`src/hdl/mbpe_pkg.sv`:
```
`default_nettype none
package mbpe_pkg;

   localparam int SCREEN_WIDTH_DEFAULT  = 128;
   localparam int SCREEN_HEIGHT_DEFAULT = 64;

   localparam int BYTE_BITS  = 8;
   localparam int PIX_BITS   = $clog2(BYTE_BITS);
   localparam int QUEUE_DEPTH = 2;
   localparam int QUEUE_AW    = $clog2(QUEUE_DEPTH);

   typedef enum logic [1:0] {
      STATUS_OK       = 2'd0,
      STATUS_ORIGIN   = 2'd1,
      STATUS_SIZE     = 2'd2,
      STATUS_MISMATCH = 2'd3
   } status_type;

   typedef enum logic [2:0] {
      CSR_ORIGIN_X   = 3'd0,
      CSR_ORIGIN_Y   = 3'd1,
      CSR_BMP_WIDTH  = 3'd2,
      CSR_BMP_HEIGHT = 3'd3,
      CSR_BYTE_COUNT = 3'd4,
      CSR_FG_COLOR   = 3'd5,
      CSR_BG_COLOR   = 3'd6,
      CSR_VERTICAL   = 3'd7
   } csr_index_type;

   typedef struct packed {
      logic [9:0]  origin_x;
      logic [9:0]  origin_y;
      logic [9:0]  bmp_width;
      logic [9:0]  bmp_height;
      logic [15:0] byte_count;
      logic [1:0]  fg_color;
      logic [1:0]  bg_color;
      logic        vertical;
   } cfg_type;

   // One classified word on its way from the front to the back.
   typedef struct packed {
      logic [7:0]  data_byte;
      logic [10:0] base_x;
      logic [10:0] base_y;
      status_type  status;
   } entry_type;

endpackage
`default_nettype wire

```
`src/hdl/mbpe_front.sv`:
```
`default_nettype none
module mbpe_front
   import mbpe_pkg::*;
#(
   parameter int SCREEN_WIDTH  = SCREEN_WIDTH_DEFAULT,
   parameter int SCREEN_HEIGHT = SCREEN_HEIGHT_DEFAULT
) (
   input  wire logic      clock,
   input  wire logic      reset,
   input  wire cfg_type   cfg,
   input  wire logic      accept,
   input  wire logic [7:0] data_byte,
   output entry_type      entry
);

   localparam logic signed [11:0] SW_S = 12'(SCREEN_WIDTH);
   localparam logic signed [11:0] SH_S = 12'(SCREEN_HEIGHT);
   localparam logic [10:0]        SW_U = 11'(SCREEN_WIDTH);
   localparam logic [10:0]        SH_U = 11'(SCREEN_HEIGHT);

   logic [9:0]  column_pos_ff, column_pos_in;
   logic [9:0]  row_pos_ff, row_pos_in;
   logic [15:0] bytes_taken_ff, bytes_taken_in;

   logic signed [11:0] ox_s, oy_s;
   logic [9:0]  mul_a, mul_b;
   logic [19:0] need;
   logic [10:0] next_col;
   logic [15:0] taken_inc;
   status_type  status;

   always_comb begin
      ox_s = signed'({{2{cfg.origin_x[9]}}, cfg.origin_x});
      oy_s = signed'({{2{cfg.origin_y[9]}}, cfg.origin_y});
      mul_a = cfg.vertical ? cfg.bmp_width : {3'b000, cfg.bmp_width[9:3]};
      mul_b = cfg.vertical ? {3'b000, cfg.bmp_height[9:3]} : cfg.bmp_height;
      need = {10'd0, mul_a} * {10'd0, mul_b};
      if (ox_s > SW_S || oy_s > SH_S) begin
         status = STATUS_ORIGIN;
      end else if ({1'b0, cfg.bmp_width} > SW_U || {1'b0, cfg.bmp_height} > SH_U) begin
         status = STATUS_SIZE;
      end else if (cfg.vertical ? (cfg.bmp_height[2:0] != 3'd0)
                                : (cfg.bmp_width[2:0] != 3'd0)) begin
         status = STATUS_MISMATCH;
      end else if (need != {4'd0, cfg.byte_count}) begin
         status = STATUS_MISMATCH;
      end else begin
         status = STATUS_OK;
      end

      entry.data_byte = data_byte;
      entry.base_x    = {cfg.origin_x[9], cfg.origin_x} + {1'b0, column_pos_ff};
      entry.base_y    = {cfg.origin_y[9], cfg.origin_y} + {1'b0, row_pos_ff};
      entry.status    = status;

      // Bitmap position of the following word; wraps at the row end and the bitmap end.
      next_col  = {1'b0, column_pos_ff} + (cfg.vertical ? 11'd1 : 11'(BYTE_BITS));
      taken_inc = bytes_taken_ff + 16'd1;
      column_pos_in  = column_pos_ff;
      row_pos_in     = row_pos_ff;
      bytes_taken_in = bytes_taken_ff;
      if (accept && status == STATUS_OK) begin
         if (next_col >= {1'b0, cfg.bmp_width}) begin
            column_pos_in = '0;
            row_pos_in    = row_pos_ff + (cfg.vertical ? 10'(BYTE_BITS) : 10'd1);
         end else begin
            column_pos_in = next_col[9:0];
         end
         bytes_taken_in = taken_inc;
         if (taken_inc >= cfg.byte_count) begin
            column_pos_in  = '0;
            row_pos_in     = '0;
            bytes_taken_in = '0;
         end
      end
   end

   always_ff @(posedge clock) begin
      if (reset) begin
         column_pos_ff  <= '0;
         row_pos_ff     <= '0;
         bytes_taken_ff <= '0;
      end else begin
         column_pos_ff  <= column_pos_in;
         row_pos_ff     <= row_pos_in;
         bytes_taken_ff <= bytes_taken_in;
      end
   end

endmodule
`default_nettype wire

```
`src/hdl/mbpe_queue.sv`:
```
`default_nettype none
module mbpe_queue
   import mbpe_pkg::*;
(
   input  wire logic      clock,
   input  wire logic      reset,
   input  wire logic      push,
   input  wire entry_type wr_entry,
   output logic           full,
   input  wire logic      pop,
   output logic           rd_valid,
   output entry_type      rd_entry
);

   entry_type               slots_ff [QUEUE_DEPTH];
   logic [QUEUE_AW-1:0]     wr_ptr_ff, wr_ptr_in;
   logic [QUEUE_AW-1:0]     rd_ptr_ff, rd_ptr_in;
   logic [QUEUE_AW:0]       count_ff, count_in;

   always_comb begin
      full     = (count_ff == (QUEUE_AW + 1)'(QUEUE_DEPTH));
      rd_valid = (count_ff != '0);
      rd_entry = slots_ff[rd_ptr_ff];
      wr_ptr_in = wr_ptr_ff;
      rd_ptr_in = rd_ptr_ff;
      count_in  = count_ff;
      if (push) begin
         wr_ptr_in = (wr_ptr_ff == QUEUE_AW'(QUEUE_DEPTH - 1)) ? '0 : wr_ptr_ff + 1'b1;
      end
      if (pop) begin
         rd_ptr_in = (rd_ptr_ff == QUEUE_AW'(QUEUE_DEPTH - 1)) ? '0 : rd_ptr_ff + 1'b1;
      end
      if (push && !pop) begin
         count_in = count_ff + 1'b1;
      end else if (pop && !push) begin
         count_in = count_ff - 1'b1;
      end
   end

   always_ff @(posedge clock) begin
      if (reset) begin
         wr_ptr_ff <= '0;
         rd_ptr_ff <= '0;
         count_ff  <= '0;
      end else begin
         wr_ptr_ff <= wr_ptr_in;
         rd_ptr_ff <= rd_ptr_in;
         count_ff  <= count_in;
      end
   end

   always_ff @(posedge clock) begin
      if (push) begin
         slots_ff[wr_ptr_ff] <= wr_entry;
      end
   end

endmodule
`default_nettype wire

```
`src/hdl/mbpe_back.sv`:
```
`default_nettype none
module mbpe_back
   import mbpe_pkg::*;
(
   input  wire logic      clock,
   input  wire logic      reset,
   input  wire cfg_type   cfg,
   input  wire logic      head_valid,
   input  wire entry_type head,
   output logic           head_pop,
   output logic           rsp_empty,
   input  wire logic      rsp_pop,
   output logic [10:0]    rsp_pixel_x,
   output logic [10:0]    rsp_pixel_y,
   output logic [1:0]     rsp_pixel_color,
   output logic [1:0]     rsp_status,
   output logic           rsp_last_of_byte
);

   logic                rsp_valid_ff, rsp_valid_in;
   logic [PIX_BITS-1:0] pix_ff, pix_in;
   logic [10:0]         x_ff, x_in;
   logic [10:0]         y_ff, y_in;
   logic [1:0]          color_ff, color_in;
   logic [1:0]          status_ff, status_in;
   logic                last_ff, last_in;

   logic                load;
   logic                is_err;
   logic                bit_val;
   logic [PIX_BITS-1:0] bit_sel;

   always_comb begin
      // The output register is refilled when the queue head holds a word and the register is free or being emptied.
      load    = head_valid && (!rsp_valid_ff || rsp_pop);
      is_err  = (head.status != STATUS_OK);
      bit_sel = cfg.vertical ? pix_ff : PIX_BITS'(BYTE_BITS - 1) - pix_ff;
      bit_val = head.data_byte[bit_sel];

      rsp_valid_in = rsp_valid_ff;
      if (rsp_pop) begin
         rsp_valid_in = 1'b0;
      end
      if (load) begin
         rsp_valid_in = 1'b1;
      end

      if (is_err) begin
         x_in     = '0;
         y_in     = '0;
         color_in = '0;
         last_in  = 1'b1;
      end else begin
         x_in     = cfg.vertical ? head.base_x : head.base_x + 11'(pix_ff);
         y_in     = cfg.vertical ? head.base_y + 11'(pix_ff) : head.base_y;
         color_in = bit_val ? cfg.fg_color : cfg.bg_color;
         last_in  = (pix_ff == PIX_BITS'(BYTE_BITS - 1));
      end
      status_in = head.status;

      head_pop = load && last_in;
      pix_in   = pix_ff;
      if (load) begin
         pix_in = last_in ? '0 : pix_ff + 1'b1;
      end

      rsp_empty        = !rsp_valid_ff;
      rsp_pixel_x      = x_ff;
      rsp_pixel_y      = y_ff;
      rsp_pixel_color  = color_ff;
      rsp_status       = status_ff;
      rsp_last_of_byte = last_ff;
   end

   always_ff @(posedge clock) begin
      if (reset) begin
         rsp_valid_ff <= 1'b0;
         pix_ff       <= '0;
      end else begin
         rsp_valid_ff <= rsp_valid_in;
         pix_ff       <= pix_in;
      end
   end

   always_ff @(posedge clock) begin
      if (load) begin
         x_ff      <= x_in;
         y_ff      <= y_in;
         color_ff  <= color_in;
         status_ff <= status_in;
         last_ff   <= last_in;
      end
   end

endmodule
`default_nettype wire

```
`src/hdl/mono_bitmap_pixel_expander_top.sv`:
```
// Channel   Direction  Handshake          Payload
// req_      in         push / full        data_byte
// rsp_      out        empty / pop        pixel_x, pixel_y, pixel_color, status, last_of_byte
// csr_      in         write              index, wdata
//
// A good word yields eight pixel words, one per cycle from the output register while
// rsp_pop keeps it emptied; a word with a bad setup yields one error word.
// A word enters the two-entry queue in the cycle it is pushed; its first result
// is loaded into the output register once that register is free or being emptied.
// Reset clears the position counters, the queue and the output, and loads the
// register defaults. The input takes words while the queue has room, also while
// pop is held low.
`default_nettype none
module mono_bitmap_pixel_expander_top
   import mbpe_pkg::*;
#(
   parameter int SCREEN_WIDTH  = SCREEN_WIDTH_DEFAULT,
   parameter int SCREEN_HEIGHT = SCREEN_HEIGHT_DEFAULT
) (
   input  wire logic        clock,
   input  wire logic        reset,
   input  wire logic        req_push,
   output logic             req_full,
   input  wire logic [7:0]  req_data_byte,
   output logic             rsp_empty,
   input  wire logic        rsp_pop,
   output logic [10:0]      rsp_pixel_x,
   output logic [10:0]      rsp_pixel_y,
   output logic [1:0]       rsp_pixel_color,
   output logic [1:0]       rsp_status,
   output logic             rsp_last_of_byte,
   input  wire logic        csr_write,
   input  wire logic [2:0]  csr_index,
   input  wire logic [15:0] csr_wdata
);

   cfg_type   cfg_ff, cfg_in;
   entry_type front_entry, head_entry;
   logic      accept, q_full, head_valid, head_pop;

   always_comb begin
      cfg_in = cfg_ff;
      if (csr_write) begin
         unique case (csr_index_type'(csr_index))
            CSR_ORIGIN_X:   cfg_in.origin_x   = csr_wdata[9:0];
            CSR_ORIGIN_Y:   cfg_in.origin_y   = csr_wdata[9:0];
            CSR_BMP_WIDTH:  cfg_in.bmp_width  = csr_wdata[9:0];
            CSR_BMP_HEIGHT: cfg_in.bmp_height = csr_wdata[9:0];
            CSR_BYTE_COUNT: cfg_in.byte_count = csr_wdata;
            CSR_FG_COLOR:   cfg_in.fg_color   = csr_wdata[1:0];
            CSR_BG_COLOR:   cfg_in.bg_color   = csr_wdata[1:0];
            CSR_VERTICAL:   cfg_in.vertical   = csr_wdata[0];
            default:        cfg_in = cfg_ff;
         endcase
      end
      req_full = q_full;
      accept   = req_push && !q_full;
   end

   always_ff @(posedge clock) begin
      if (reset) begin
         cfg_ff.origin_x   <= '0;
         cfg_ff.origin_y   <= '0;
         cfg_ff.bmp_width  <= 10'd8;
         cfg_ff.bmp_height <= 10'd8;
         cfg_ff.byte_count <= 16'd8;
         cfg_ff.fg_color   <= 2'd1;
         cfg_ff.bg_color   <= 2'd0;
         cfg_ff.vertical   <= 1'b1;
      end else begin
         cfg_ff <= cfg_in;
      end
   end

   mbpe_front #(
      .SCREEN_WIDTH  (SCREEN_WIDTH),
      .SCREEN_HEIGHT (SCREEN_HEIGHT)
   ) u_front (
      .clock     (clock),
      .reset     (reset),
      .cfg       (cfg_ff),
      .accept    (accept),
      .data_byte (req_data_byte),
      .entry     (front_entry)
   );

   mbpe_queue u_queue (
      .clock    (clock),
      .reset    (reset),
      .push     (accept),
      .wr_entry (front_entry),
      .full     (q_full),
      .pop      (head_pop),
      .rd_valid (head_valid),
      .rd_entry (head_entry)
   );

   mbpe_back u_back (
      .clock            (clock),
      .reset            (reset),
      .cfg              (cfg_ff),
      .head_valid       (head_valid),
      .head             (head_entry),
      .head_pop         (head_pop),
      .rsp_empty        (rsp_empty),
      .rsp_pop          (rsp_pop),
      .rsp_pixel_x      (rsp_pixel_x),
      .rsp_pixel_y      (rsp_pixel_y),
      .rsp_pixel_color  (rsp_pixel_color),
      .rsp_status       (rsp_status),
      .rsp_last_of_byte (rsp_last_of_byte)
   );

endmodule
`default_nettype wire

```
`config.mk`:
```
export PLATFORM = sky130hd
export DESIGN_NAME = mono_bitmap_pixel_expander_top
export DESIGN_NICKNAME = d
export VERILOG_FILES = /design/src/hdl/mbpe_pkg.sv /design/src/hdl/mbpe_front.sv /design/src/hdl/mbpe_queue.sv /design/src/hdl/mbpe_back.sv /design/src/hdl/mono_bitmap_pixel_expander_top.sv
export SDC_FILE = /design/constraint.sdc
export NUM_CORES = 1
export LEC_CHECK = 0
export BUFFER_PORTS_ARGS = -buffer_cell sky130_fd_sc_hd__buf_2
export CAP_MARGIN = 20
export CELL_PAD_IN_SITES_DETAIL_PLACEMENT = 1
export CELL_PAD_IN_SITES_GLOBAL_PLACEMENT = 1
export CORE_MARGIN = 2
export CORE_UTILIZATION = 30
export CTS_BUF_LIST = sky130_fd_sc_hd__clkbuf_4
export DETAILED_ROUTE_END_ITERATION = 10
export GPL_TIMING_DRIVEN = 0
export PLACE_DENSITY_LB_ADDON = 0.25
export RECOVER_POWER = 50
export SYNTH_ARGS = -nofsm -noshare
export SYNTH_HDL_FRONTEND = slang
export SYNTH_SLANG_ARGS = --single-unit
```
`constraint.sdc`:
```
create_clock -name clock -period 9.1 [get_ports clock]
set_input_delay 0 -clock clock [delete_from_list [all_inputs] [get_ports clock]]
set_output_delay 0 -clock clock [all_outputs]
set_load 0.1 [all_outputs]
```
==> flow_results.xml, run 1 <==
<?xml version="1.0" encoding="UTF-8"?>
<metrics>
  <group name="run_status">
    <metric name="outcome" unit="">complete, no violations</metric>
  </group>
  <group name="pwr">
    <metric name="post-layout-total-power" unit="mW">2.55</metric>
    <metric name="vdd_drop_max" unit="mV">0.171</metric>
    <metric name="power_per_cell_area" unit="nW/um^2">164</metric>
    <metric name="total_leakage_power" unit="nW">6.13</metric>
  </group>
  <group name="clock_tree">
    <metric name="cts_inserted_buffers" unit="">17</metric>
    <metric name="cts_max_level" unit="">4</metric>
    <metric name="clkSlewWorstSetupHoldPaths" unit="ns">0.18</metric>
    <metric name="max-clock-path-buffers" unit="">2</metric>
    <metric name="clock_latency_of_the_later_clocked_register_in_the_worst_skew_pair" unit="ns">0.64</metric>
    <metric name="tritoncts" unit="">yes</metric>
    <metric name="clock_root_buffer" unit="">clkbuf_4</metric>
    <metric name="cts_sinks" unit="">197</metric>
  </group>
  <group name="yosys">
    <metric name="asyncSetResetFlopFracSynth" unit="">0</metric>
    <metric name="synth.area.top_cells" unit="">edfxtp_1 20%, dfxtp_1 15%, ha_1 11%</metric>
    <metric name="netlist-cell-type-count" unit="">70</metric>
    <metric name="synth-seq-area-share" unit="">0.349</metric>
    <metric name="synthDominantAreaCellType" unit="">edfxtp_1</metric>
    <metric name="yosysTopAreaCellShare" unit="">0.197</metric>
    <metric name="syn-cell-area" unit="sq um">13900</metric>
    <metric name="post_synthesis_average_cell_area" unit="sq um">9.20</metric>
    <metric name="synth_top_flop_cell" unit="">dfxtp_1</metric>
    <metric name="synth_seq_cells" unit="">197</metric>
    <metric name="synth_enable_flop_cells" unit="">91</metric>
    <metric name="synth-warning-count" unit="">0</metric>
    <metric name="synth_cells" unit="">1510</metric>
  </group>
  <group name="sta">
    <metric name="achievable-frequency" unit="MHz">119</metric>
    <metric name="fin_setup_tns" unit="ns">0</metric>
    <metric name="post-route-period-util" unit="">0.922</metric>
    <metric name="finalWorstPathRequiredPeriod" unit="ns">8.39</metric>
    <metric name="timing.hold.ws" unit="ns">0.0840</metric>
    <metric name="clock_skew" unit="ns">0.0348</metric>
    <metric name="max-slew-margin-rel" unit="">0.0880</metric>
    <metric name="setup_repair_after_global_routing_missed_its_margin" unit="">false</metric>
    <metric name="timing_max_transition_violations_final" unit="">0</metric>
    <metric name="setup_violations" unit="">0</metric>
    <metric name="worstMarginPinSlew" unit="ns">1.37</metric>
    <metric name="final_hold_violation_count" unit="">0</metric>
  </group>
  <group name="worst_setup_path">
    <metric name="setup.reg_to_reg.worst_slack" unit="ns">0.71</metric>
    <metric name="slowest_delay" unit="ns">0.61</metric>
    <metric name="worst-setup-path-type" unit="">flop to flop</metric>
    <metric name="worstSetupEndpointType" unit="">flop</metric>
    <metric name="path_delay_family" unit="">adder cells</metric>
    <metric name="worstPathMaxFanout" unit="">19</metric>
    <metric name="cp_data_required_time" unit="ns">9.60</metric>
    <metric name="timing.critical_path.buf_inv" unit="">7</metric>
    <metric name="critical_path.slowest_cell" unit="">fa_1</metric>
    <metric name="timing.critical_path.cells" unit="">buf_6 -&gt; clkbuf_1 -&gt; clkbuf_2 -&gt; clkbuf_1 -&gt; nand3_1 -&gt; fa_1 -&gt; fa_1 -&gt; fa_1 -&gt; fa_1 -&gt; inv_1 -&gt; fa_1 -&gt; ha_1 -&gt; a21oi_1 -&gt; nor2_1 -&gt; a211oi_1 -&gt; o211ai_1 -&gt; or4b_1 -&gt; nor4_2 -&gt; nand4_1 -&gt; buf_2 -&gt; clkbuf_1 -&gt; o21ai_0 -&gt; a21oi_1</metric>
    <metric name="critPathLaunchType" unit="">flop</metric>
    <metric name="cp_data_arrival_time" unit="ns">8.89</metric>
    <metric name="path_common_cell" unit="">fa_1</metric>
  </group>
  <group name="detailed_routing">
    <metric name="detailroute.via_count" unit="">11400</metric>
    <metric name="drt_pre_antenna_iters" unit="">5</metric>
    <metric name="wire_per_inst" unit="microns">18.9</metric>
    <metric name="routed_via_density" unit="">5.08</metric>
    <metric name="postRouteWirelength" unit="mm">42.5</metric>
    <metric name="detail_route.drc_violations" unit="">0</metric>
    <metric name="drt-initial-drc-count" unit="">545</metric>
    <metric name="drtAntennaViolNets" unit="">0</metric>
  </group>
  <group name="layout">
    <metric name="final_cell_area" unit="sq um">15600</metric>
    <metric name="final_common_cell" unit="">nand2_1</metric>
    <metric name="nets" unit="">1844</metric>
    <metric name="fraction_of_layout_cells_with_a_size_suffix_above_1" unit="">0.0579</metric>
    <metric name="layout.core_utilization" unit="">0.341</metric>
    <metric name="num-fill-cells" unit="">5358</metric>
    <metric name="layout.cells.most_common_list" unit="">208 x nand2_1, 126 x inv_1, 123 x a21oi_1</metric>
    <metric name="flow.area_growth_from_synthesis" unit="%">12.0</metric>
  </group>
  <group name="die">
    <metric name="dieHeight" unit="microns">219</metric>
    <metric name="floorplan.die_area" unit="sq um">48100</metric>
    <metric name="fp.dieW" unit="microns">219</metric>
    <metric name="num_io_pins" unit="">61</metric>
    <metric name="placeableCoreArea" unit="sq um">45600</metric>
    <metric name="num_rows" unit="">78</metric>
    <metric name="initial_core_util" unit="">0.305</metric>
  </group>
  <group name="grt">
    <metric name="global_route_wire_length_before_repair" unit="mm">67.2</metric>
    <metric name="grt_antenna_before_repair" unit="">1</metric>
    <metric name="first_global_vias" unit="">11800</metric>
    <metric name="track_usage" unit="">0.182</metric>
    <metric name="grt_max_degree" unit="">25</metric>
    <metric name="globalRoute.totalOverflow" unit="">0</metric>
  </group>
  <group name="run">
    <metric name="max_cap_viol_count" unit="">0</metric>
  </group>
  <group name="placed_design">
    <metric name="place.gp.congestion" unit="">0.802</metric>
    <metric name="detailed_place_hpwl" unit="mm">33.7</metric>
    <metric name="port-buffer-count" unit="">60</metric>
    <metric name="placement.cell_area" unit="sq um">15100</metric>
  </group>
  <group name="min_path">
    <metric name="hp-class" unit="">input pin to flop</metric>
  </group>
</metrics>
[final cells by class]
type,instances,area [sq um],share of cell area
clock buffers,18,135,0.00869
inverters,126,473,0.0304
plain buffers,60,256,0.0165
diodes,1,2.50,0.000161
clock inverters,14,145,0.00933
multi-input cells,1133,8340,0.536
flip-flops and latches,197,4850,0.312
well taps,600,751,0.0483
repair buffers,94,606,0.0389
[flip-flops by register name, indices dropped and copies added, names as in the netlist, 2 cells and up, named ones only]
name,cells
cfg_ff,61
u_back.pix_ff,3
u_back.rsp_pixel_color,2
u_back.rsp_pixel_x,11
u_back.rsp_pixel_y,11
u_back.rsp_status,2
u_front.bytes_taken_ff,16
u_front.column_pos_ff,10
u_front.row_pos_ff,10
u_queue.count_ff,2
u_queue.slots_ff,64
[final timing paths]
kind | startpoint | endpoint | depth (start not counted)
setup / recovery | cfg_ff[0] | u_front.bytes_taken_ff[15] | 23
hold / removal | req_data_byte[7] | u_queue.slots_ff[1][31] | 2
setup reg to reg | cfg_ff[0] | u_front.bytes_taken_ff[15] | 23
hold reg to reg | cfg_ff[43] | cfg_ff[43] | 2
[per-layer routing]
layer  up-vias  track usage  routed length, microns  part of all wire
li1       5496            -                       -                 -
met1      5679        0.259                   21100              0.50
met2       182        0.292                   19400              0.46
met3        37       0.0302                    1420             0.033
met4         0       0.0367                     624             0.015
met5         -            0                       0                 0
[stage by stage]
stage               setup slack, ns  std cells
finish                        0.710       2243
global route                 0.0328       2243
CTS                          0.0820       2243
detailed placement          -0.0977       2180
global placement             0.0443       2177
floorplan                      2.01       1517
[synthesized netlist by cell type, drive strengths merged (8+ instances only)]
library cell  instances
nor2b                35
edfxtp               91
nand3                36
o31ai                16
xnor2                49
a21o                 17
clkbuf               52
nand2b               11
and3                 21
a21oi               123
mux2                 16
fa                   66
or4                   8
nor3                 19
mux2i                24
dfxtp               106
a211oi               14
o21ai                48
xor2                 35
and2                 15
buf                   9
nand4                42
inv                 126
nor2                102
ha                  117
nand2               208
[worst reg2reg max path, stage by stage, from the launching register on]
cell and delay (ns):
dfxtp_1 0.49, buf_6 0.27, clkbuf_1 0.43, clkbuf_2 0.41, clkbuf_1 0.39, nand3_1 0.18, fa_1 0.50, fa_1 0.54
fa_1 0.44, fa_1 0.61, inv_1 0.08, fa_1 0.49, ha_1 0.39, a21oi_1 0.31, nor2_1 0.09, a211oi_1 0.41
o211ai_1 0.13, or4b_1 0.56, nor4_2 0.39, nand4_1 0.19, buf_2 0.25, clkbuf_1 0.33, o21ai_0 0.28, a21oi_1 0.09
[power breakdown]
group | internal, mW | switching [mW]
sequential | 1.06 | 0.0426
combinational | 0.206 | 0.755
clock | 0.148 | 0.342
[cells by family after synthesis]
kind of cell | share of synthesized area
compound gates | 0.129
xor+xnor | 0.0529
fa+ha+maj | 0.200
buf+inv | 0.0527
flops | 0.349
mux | 0.0367
other cells | 0.000540
simple gates | 0.178
[what timing repair did]
| action | CTS | global route |
|---|---|---|
| setup endpoints to repair | 10 | 38 |
| setup buffers | 0 | 0 |
| endpoints found under the hold margin | 82 | 0 |
| gates resized for setup | 1 | 1 |
| hold buffers | 31 | 0 |
| pin swaps | 0 | 0 |
Power figures use the tool's default switching activity.
==> inputs of run 2 (changes only) <==
Settings changed: CTS_BUF_LIST sky130_fd_sc_hd__clkbuf_4 to sky130_fd_sc_hd__clkbuf_8 sky130_fd_sc_hd__clkbuf_16.
==> flow_results.xml, run 2 (synthesis results as in run 1) <==
<?xml version="1.0" encoding="UTF-8"?>
<metrics>
  <group name="sta">
    <metric name="achievable-frequency" unit="MHz">120</metric>
    <metric name="final_hold_violation_count" unit="">0</metric>
    <metric name="setup_repair_after_global_routing_missed_its_margin" unit="">false</metric>
    <metric name="worstMarginPinSlew" unit="ns">1.37</metric>
    <metric name="finalWorstPathRequiredPeriod" unit="ns">8.37</metric>
    <metric name="timing_max_transition_violations_final" unit="">0</metric>
    <metric name="max-slew-margin-rel" unit="">0.0849</metric>
    <metric name="post-route-period-util" unit="">0.919</metric>
    <metric name="setup_slack" unit="ns">0.734</metric>
    <metric name="setup_violations" unit="">0</metric>
    <metric name="clock_skew" unit="ns">0.0138</metric>
  </group>
  <group name="run_status">
    <metric name="outcome" unit="">complete, no violations</metric>
  </group>
  <group name="grt">
    <metric name="first_global_vias" unit="">11800</metric>
    <metric name="global_route_wire_length_before_repair" unit="mm">67.3</metric>
    <metric name="grt_antenna_before_repair" unit="">0</metric>
    <metric name="grt_max_degree" unit="">25</metric>
    <metric name="track_usage" unit="">0.183</metric>
    <metric name="globalRoute.totalOverflow" unit="">0</metric>
  </group>
  <group name="layout">
    <metric name="fraction_of_layout_cells_with_a_size_suffix_above_1" unit="">0.0567</metric>
    <metric name="seqCellArea" unit="sq um">4850</metric>
    <metric name="layout.cells.most_common_list" unit="">208 x nand2_1, 127 x inv_1, 123 x a21oi_1</metric>
    <metric name="multiInputGateArea" unit="sq um">8340</metric>
    <metric name="num-fill-cells" unit="">5319</metric>
    <metric name="biggestRegsByFlops" unit="">u_queue.slots_ff: 64 flops, cfg_ff: 61 flops, u_front.bytes_taken_ff: 16 flops</metric>
    <metric name="flow.area_growth_from_synthesis" unit="%">13.9</metric>
    <metric name="top_register_by_number_of_flip_flops" unit="">u_queue.slots_ff</metric>
    <metric name="nets" unit="">1842</metric>
    <metric name="final_common_cell" unit="">nand2_1</metric>
    <metric name="largest_reg_flops" unit="">64</metric>
    <metric name="num_antenna_cells" unit="">0</metric>
    <metric name="layout.core_utilization" unit="">0.347</metric>
  </group>
  <group name="die">
    <metric name="num_io_pins" unit="">61</metric>
    <metric name="placeableCoreArea" unit="sq um">45600</metric>
    <metric name="floorplan.die_area" unit="sq um">48100</metric>
    <metric name="fp.dieW" unit="microns">219</metric>
    <metric name="num_rows" unit="">78</metric>
    <metric name="initial_core_util" unit="">0.305</metric>
    <metric name="dieHeight" unit="microns">219</metric>
  </group>
  <group name="pwr">
    <metric name="total_leakage_power" unit="nW">6.25</metric>
    <metric name="vdd_drop_max" unit="mV">0.173</metric>
    <metric name="power_per_cell_area" unit="nW/um^2">178</metric>
  </group>
  <group name="min_path">
    <metric name="hp-class" unit="">input pin to flop</metric>
  </group>
  <group name="clock_tree">
    <metric name="cts_sinks" unit="">197</metric>
    <metric name="clock_root_buffer" unit="">clkbuf_16</metric>
    <metric name="cts_max_level" unit="">4</metric>
    <metric name="cts_inserted_buffers" unit="">17</metric>
    <metric name="max-clock-path-buffers" unit="">2</metric>
    <metric name="clkSlewWorstSetupHoldPaths" unit="ns">0.07</metric>
    <metric name="post-cts-setup-buffer-count" unit="">0</metric>
    <metric name="tritoncts" unit="">yes</metric>
    <metric name="clock_latency_of_the_later_clocked_register_in_the_worst_skew_pair" unit="ns">0.45</metric>
  </group>
  <group name="placed_design">
    <metric name="detailedPlace.worstSlack" unit="ns">-0.0977</metric>
    <metric name="detailed_place_hpwl" unit="mm">33.7</metric>
    <metric name="place.gp.congestion" unit="">0.802</metric>
    <metric name="port-buffer-count" unit="">60</metric>
  </group>
  <group name="worst_setup_path">
    <metric name="setup.reg_to_reg.worst_slack" unit="ns">0.73</metric>
    <metric name="worst-setup-path-type" unit="">flop to flop</metric>
    <metric name="worstPathMaxFanout" unit="">19</metric>
    <metric name="cp_data_required_time" unit="ns">9.40</metric>
    <metric name="critPathLaunchType" unit="">flop</metric>
    <metric name="cp_data_arrival_time" unit="ns">8.67</metric>
    <metric name="worstSetupEndpointType" unit="">flop</metric>
  </group>
  <group name="detailed_routing">
    <metric name="routed_via_density" unit="">5.09</metric>
    <metric name="wire_per_inst" unit="microns">19.0</metric>
    <metric name="drtAntennaViolNets" unit="">0</metric>
    <metric name="drt_pre_antenna_iters" unit="">5</metric>
    <metric name="postRouteWirelength" unit="mm">42.6</metric>
    <metric name="detail_route.drc_violations" unit="">0</metric>
    <metric name="detailroute.via_count" unit="">11400</metric>
    <metric name="drt-initial-drc-count" unit="">537</metric>
  </group>
  <group name="run">
    <metric name="max_cap_viol_count" unit="">0</metric>
  </group>
</metrics>
run 2: timing repair:
item	CTS	global route
setup endpoints to repair	10	37
endpoints found under the hold margin	78	0
pin swaps	0	0
resized for setup	1	1
hold buffers	29	0
run 2: report_power, final:
part / internal (mW) / leakage (nW) / switching [mW]
clock network: 0.386 / 0.281 / 0.377
logic: 0.205 / 4.24 / 0.755
registers: 1.06 / 1.73 / 0.0422
run 2: worst paths after layout:
check	from	end	cells after the start
worst min-delay path	req_push	u_queue.wr_ptr_ff	6
worst max-delay path	cfg_ff[0]	u_front.bytes_taken_ff[14]	23
worst min register to register	cfg_ff[53]	cfg_ff[53]	2
worst max register to register	cfg_ff[0]	u_front.bytes_taken_ff[14]	23
run 2: metrics by stage:
stage / instance area [sq um] / total power [mW] / hold WS (ns) / instances / setup TNS [ns]
2_1_floorplan: 13900 / 1.86 / 0.0989 / 1517 / 0
3_3_place_gp: 15000 / 2.07 / 0.191 / 2177 / 0
3_5_place_dp: 15100 / 2.11 / 0.192 / 2180 / -0.403
4_1_cts: 15900 / 2.88 / 0.0545 / 2241 / 0
5_1_grt: 15800 / 2.95 / 0.186 / 2240 / 0
6_report: 15800 / 2.82 / 0.159 / 2240 / 0
run 2: critical path: stages, from the launching register on:
cell	delay, ns
dfxtp_1	0.46
buf_6	0.27
clkbuf_1	0.43
clkbuf_2	0.41
clkbuf_1	0.38
nand3_1	0.17
fa_1	0.51
fa_1	0.54
fa_1	0.44
fa_1	0.61
inv_1	0.08
fa_1	0.49
ha_1	0.38
a21oi_1	0.30
nor2_1	0.09
a211oi_1	0.41
o211ai_1	0.13
or4b_1	0.56
nor4_2	0.38
nand4_1	0.19
buf_2	0.25
clkbuf_1	0.32
o21ai_0	0.30
a21oi_1	0.10
run 2: layer usage:
metal	share of wire	track usage
met1	0.50	0.260
met2	0.45	0.291
met3	0.032	0.0281
met4	0.017	0.0419
met5	0	0
run 2: layout make-up:
cell class              instances  area share
inverters                     126      0.0299
clock inverters                15     0.00941
multi-input cells            1133       0.527
repair buffers                 92      0.0369
clock buffers                  17      0.0269
flip-flops and latches        197       0.307
plain buffers                  60      0.0162
well taps                     600      0.0474
==> inputs of run 3 (changes only) <==
Settings changed: SYNTH_HIERARCHICAL set to 1.
==> flow_results.xml, run 3 <==
<?xml version="1.0" encoding="UTF-8"?>
<metrics>
  <group name="sta">
    <metric name="timing.hold.ws" unit="ns">0.0276</metric>
    <metric name="post-route-period-util" unit="">0.923</metric>
    <metric name="achievable-frequency" unit="MHz">119</metric>
    <metric name="fin_setup_tns" unit="ns">0</metric>
    <metric name="setup_violations" unit="">0</metric>
    <metric name="final_hold_violation_count" unit="">0</metric>
    <metric name="finalWorstPathRequiredPeriod" unit="ns">8.40</metric>
    <metric name="clock_skew" unit="ns">0.0121</metric>
    <metric name="worstMarginPinSlew" unit="ns">1.17</metric>
    <metric name="max-slew-margin-rel" unit="">0.221</metric>
    <metric name="timing_max_transition_violations_final" unit="">0</metric>
    <metric name="setup_repair_after_global_routing_missed_its_margin" unit="">false</metric>
  </group>
  <group name="die">
    <metric name="dieHeight" unit="microns">224</metric>
    <metric name="fp.dieW" unit="microns">224</metric>
    <metric name="floorplan.die_area" unit="sq um">50400</metric>
    <metric name="num_rows" unit="">80</metric>
    <metric name="initial_core_util" unit="">0.305</metric>
    <metric name="placeableCoreArea" unit="sq um">47800</metric>
    <metric name="num_io_pins" unit="">61</metric>
  </group>
  <group name="run_status">
    <metric name="outcome" unit="">complete, no violations</metric>
  </group>
  <group name="yosys">
    <metric name="post_synthesis_average_cell_area" unit="sq um">9.76</metric>
    <metric name="synth.area.top_cells" unit="">edfxtp_1 19%, dfxtp_1 15%, ha_1 10%</metric>
    <metric name="most_frequent_cell_after_synthesis" unit="">inv_1</metric>
    <metric name="synth_enable_flop_cells" unit="">91</metric>
    <metric name="netlist-cell-type-count" unit="">77</metric>
    <metric name="post_synth_xor_area_fraction" unit="">0.0450</metric>
    <metric name="synth-simple-area-share" unit="">0.190</metric>
    <metric name="synth_top_flop_cell" unit="">dfxtp_1</metric>
    <metric name="synth-seq-area-share" unit="">0.333</metric>
    <metric name="synth-warning-count" unit="">6</metric>
    <metric name="asyncSetResetFlopFracSynth" unit="">0</metric>
    <metric name="synthDominantAreaCellType" unit="">edfxtp_1</metric>
    <metric name="synthTopCellsByCount" unit="">125 x inv_1, 117 x ha_1, 106 x dfxtp_1</metric>
    <metric name="yosysTopAreaCellShare" unit="">0.187</metric>
    <metric name="largest_family_of_logic_cells_by_synthesized_area" unit="">adder cells</metric>
    <metric name="yosys-mux-area-fraction" unit="">0.0921</metric>
    <metric name="synth_seq_cells" unit="">197</metric>
    <metric name="synth_cells" unit="">1494</metric>
    <metric name="adder_cell_share_of_the_synthesized_area" unit="">0.191</metric>
    <metric name="synth_compound_area_frac" unit="">0.0937</metric>
    <metric name="syn-cell-area" unit="sq um">14600</metric>
  </group>
  <group name="layout">
    <metric name="flow.area_growth_from_synthesis" unit="%">13.2</metric>
    <metric name="final-instance-count-excl-fill" unit="">2228</metric>
    <metric name="top_register_by_number_of_flip_flops" unit="">u_queue/slots_ff</metric>
    <metric name="seqCellArea" unit="sq um">4860</metric>
    <metric name="num_antenna_cells" unit="">0</metric>
    <metric name="final_common_cell" unit="">inv_1</metric>
    <metric name="biggestRegsByFlops" unit="">u_queue/slots_ff: 64 flops, cfg_ff: 61 flops, u_front/bytes_taken_ff: 16 flops</metric>
    <metric name="layout.cells.most_common_list" unit="">125 x inv_1, 117 x ha_1, 105 x dfxtp_1</metric>
    <metric name="num-fill-cells" unit="">5515</metric>
    <metric name="nets" unit="">1815</metric>
    <metric name="largest_reg_flops" unit="">64</metric>
    <metric name="multiInputGateArea" unit="sq um">8970</metric>
    <metric name="fraction_of_layout_cells_with_a_size_suffix_above_1" unit="">0.0918</metric>
  </group>
  <group name="grt">
    <metric name="groute.layer.met2.usage" unit="">0.309</metric>
    <metric name="globalRoute.totalOverflow" unit="">0</metric>
    <metric name="busiest_layer" unit="">met2</metric>
    <metric name="global_route_wire_length_before_repair" unit="mm">67.3</metric>
    <metric name="grtUsageMet3" unit="">0.0202</metric>
    <metric name="groute.layer.met1.usage" unit="">0.211</metric>
    <metric name="first_global_vias" unit="">12400</metric>
    <metric name="grt_antenna_before_repair" unit="">1</metric>
    <metric name="grt_max_degree" unit="">33</metric>
    <metric name="track_usage" unit="">0.171</metric>
  </group>
  <group name="pwr">
    <metric name="vdd_drop_max" unit="mV">0.136</metric>
    <metric name="power_per_cell_area" unit="nW/um^2">175</metric>
    <metric name="post-layout-total-power" unit="mW">2.89</metric>
    <metric name="total_leakage_power" unit="nW">6.76</metric>
  </group>
  <group name="detailed_routing">
    <metric name="detailroute.via_count" unit="">11300</metric>
    <metric name="postRouteWirelength" unit="mm">41.5</metric>
    <metric name="wire_per_inst" unit="microns">18.6</metric>
    <metric name="detail_route.drc_violations" unit="">0</metric>
    <metric name="routed_via_density" unit="">5.05</metric>
    <metric name="drt-initial-drc-count" unit="">418</metric>
    <metric name="drt_pre_antenna_iters" unit="">4</metric>
    <metric name="drtAntennaViolNets" unit="">0</metric>
  </group>
  <group name="clock_tree">
    <metric name="cts_sinks" unit="">197</metric>
    <metric name="clock_root_buffer" unit="">clkbuf_16</metric>
    <metric name="max-clock-path-buffers" unit="">2</metric>
    <metric name="clock_latency_of_the_later_clocked_register_in_the_worst_skew_pair" unit="ns">0.46</metric>
    <metric name="cts_inserted_buffers" unit="">17</metric>
    <metric name="tritoncts" unit="">yes</metric>
    <metric name="clkSlewWorstSetupHoldPaths" unit="ns">0.08</metric>
    <metric name="cts_max_level" unit="">4</metric>
  </group>
  <group name="worst_setup_path">
    <metric name="worstPathMaxFanout" unit="">11</metric>
    <metric name="worstSetupEndpointType" unit="">flop</metric>
    <metric name="critPathLaunchType" unit="">flop</metric>
    <metric name="cp_data_required_time" unit="ns">9.44</metric>
    <metric name="cp_data_arrival_time" unit="ns">8.74</metric>
    <metric name="worst-setup-path-type" unit="">flop to flop</metric>
    <metric name="setup.reg_to_reg.worst_slack" unit="ns">0.70</metric>
  </group>
  <group name="min_path">
    <metric name="hp-class" unit="">input pin to flop</metric>
  </group>
  <group name="placed_design">
    <metric name="detailed_place_hpwl" unit="mm">33.1</metric>
    <metric name="dpl.cell_count" unit="">2170</metric>
    <metric name="port-buffer-count" unit="">52</metric>
    <metric name="place.gp.congestion" unit="">0.830</metric>
  </group>
  <group name="run">
    <metric name="max_cap_viol_count" unit="">0</metric>
  </group>
</metrics>
[run 3: cell types whose count changed after synthesis, sizes merged, moves of 12 or more]
cell    delta
nor4      +13
xor2      -13
o31ai     -13
nand4     -26
nand2b    +72
nand2    -110
mux2      +34
clkbuf    -12
o41ai     +14
a21oi     -76
mux2i     +54
buf       +18
[run 3: what timing repair did]
action	4_1_cts	5_1_grt
endpoints found under the hold margin	40	0
setup buffers	0	0
hold buffers	25	0
gates resized for setup	0	1
endpoints found under the setup margin	0	16
[run 3: power breakdown]
group	total, mW	switching (mW)	internal, mW
Clock	0.809	0.382	0.427
Sequential	1.10	0.0368	1.07
Combinational	0.980	0.744	0.236
Total	2.89	1.16	1.73
[run 3: cell type report]
class,count,share of cell area
repair buffers,80,0.0306
inverters,127,0.0289
flip-flops and latches,197,0.294
clock inverters,14,0.0113
well taps,615,0.0466
clock buffers,18,0.0266
multi-input cells,1110,0.543
plain buffers,67,0.0188
[run 3: path summary, 6_finish.rpt]
kind | depth (start not counted) | from | endpoint
worst min-delay path | 3 | csr_wdata[9] | cfg_ff[60]
worst max register to register | 20 | cfg_ff[0] | u_front/column_pos_ff[7]
worst min register to register | 2 | cfg_ff[38] | cfg_ff[38]
worst max-delay path | 20 | cfg_ff[0] | u_front/column_pos_ff[7]
[run 3: kinds of logic (layout without fill, tap and decap cells)]
logic type | Yosys count | after routing
simple gates | 517 | 517
compound gates | 199 | 199
flops | 197 | 197
buf+inv | 194 | 306
fa+ha+maj | 183 | 183
mux | 128 | 128
xor+xnor | 74 | 74
other cells | 2 | 9
[run 3: through the flow]
stage / setup slack (ns) / utilization / area (sq um)
3_3_place_gp: 0.370 / 0.327 / 15600
3_5_place_dp: 0.284 / 0.328 / 15700
4_1_cts: 0.244 / 0.346 / 16600
2_1_floorplan: 1.91 / - / 14600
6_report: 0.700 / 0.345 / 16500
5_1_grt: 0.154 / 0.345 / 16500
[run 3: per-layer routing]
metal	wire length (microns)	vias up
met5	0	-
met4	868	0
met3	954	43
met2	20800	155
met1	18800	5588
li1	-	5464
[run 3: critical path: stages (launching register included)]
cell and delay [ns]:
dfxtp_2 0.59, buf_2 0.30, buf_1 0.39, clkbuf_1 0.50, clkbuf_1 0.41, nand3_1 0.16, fa_1 0.51, fa_1 0.55
fa_1 0.44, fa_1 0.59, inv_1 0.07, fa_1 0.48, ha_1 0.38, a21oi_1 0.32, o21ai_0 0.20, a221o_1 0.39
a2111o_1 0.38, or4_4 0.53, nand4b_2 0.44, buf_2 0.36, mux2_2 0.30
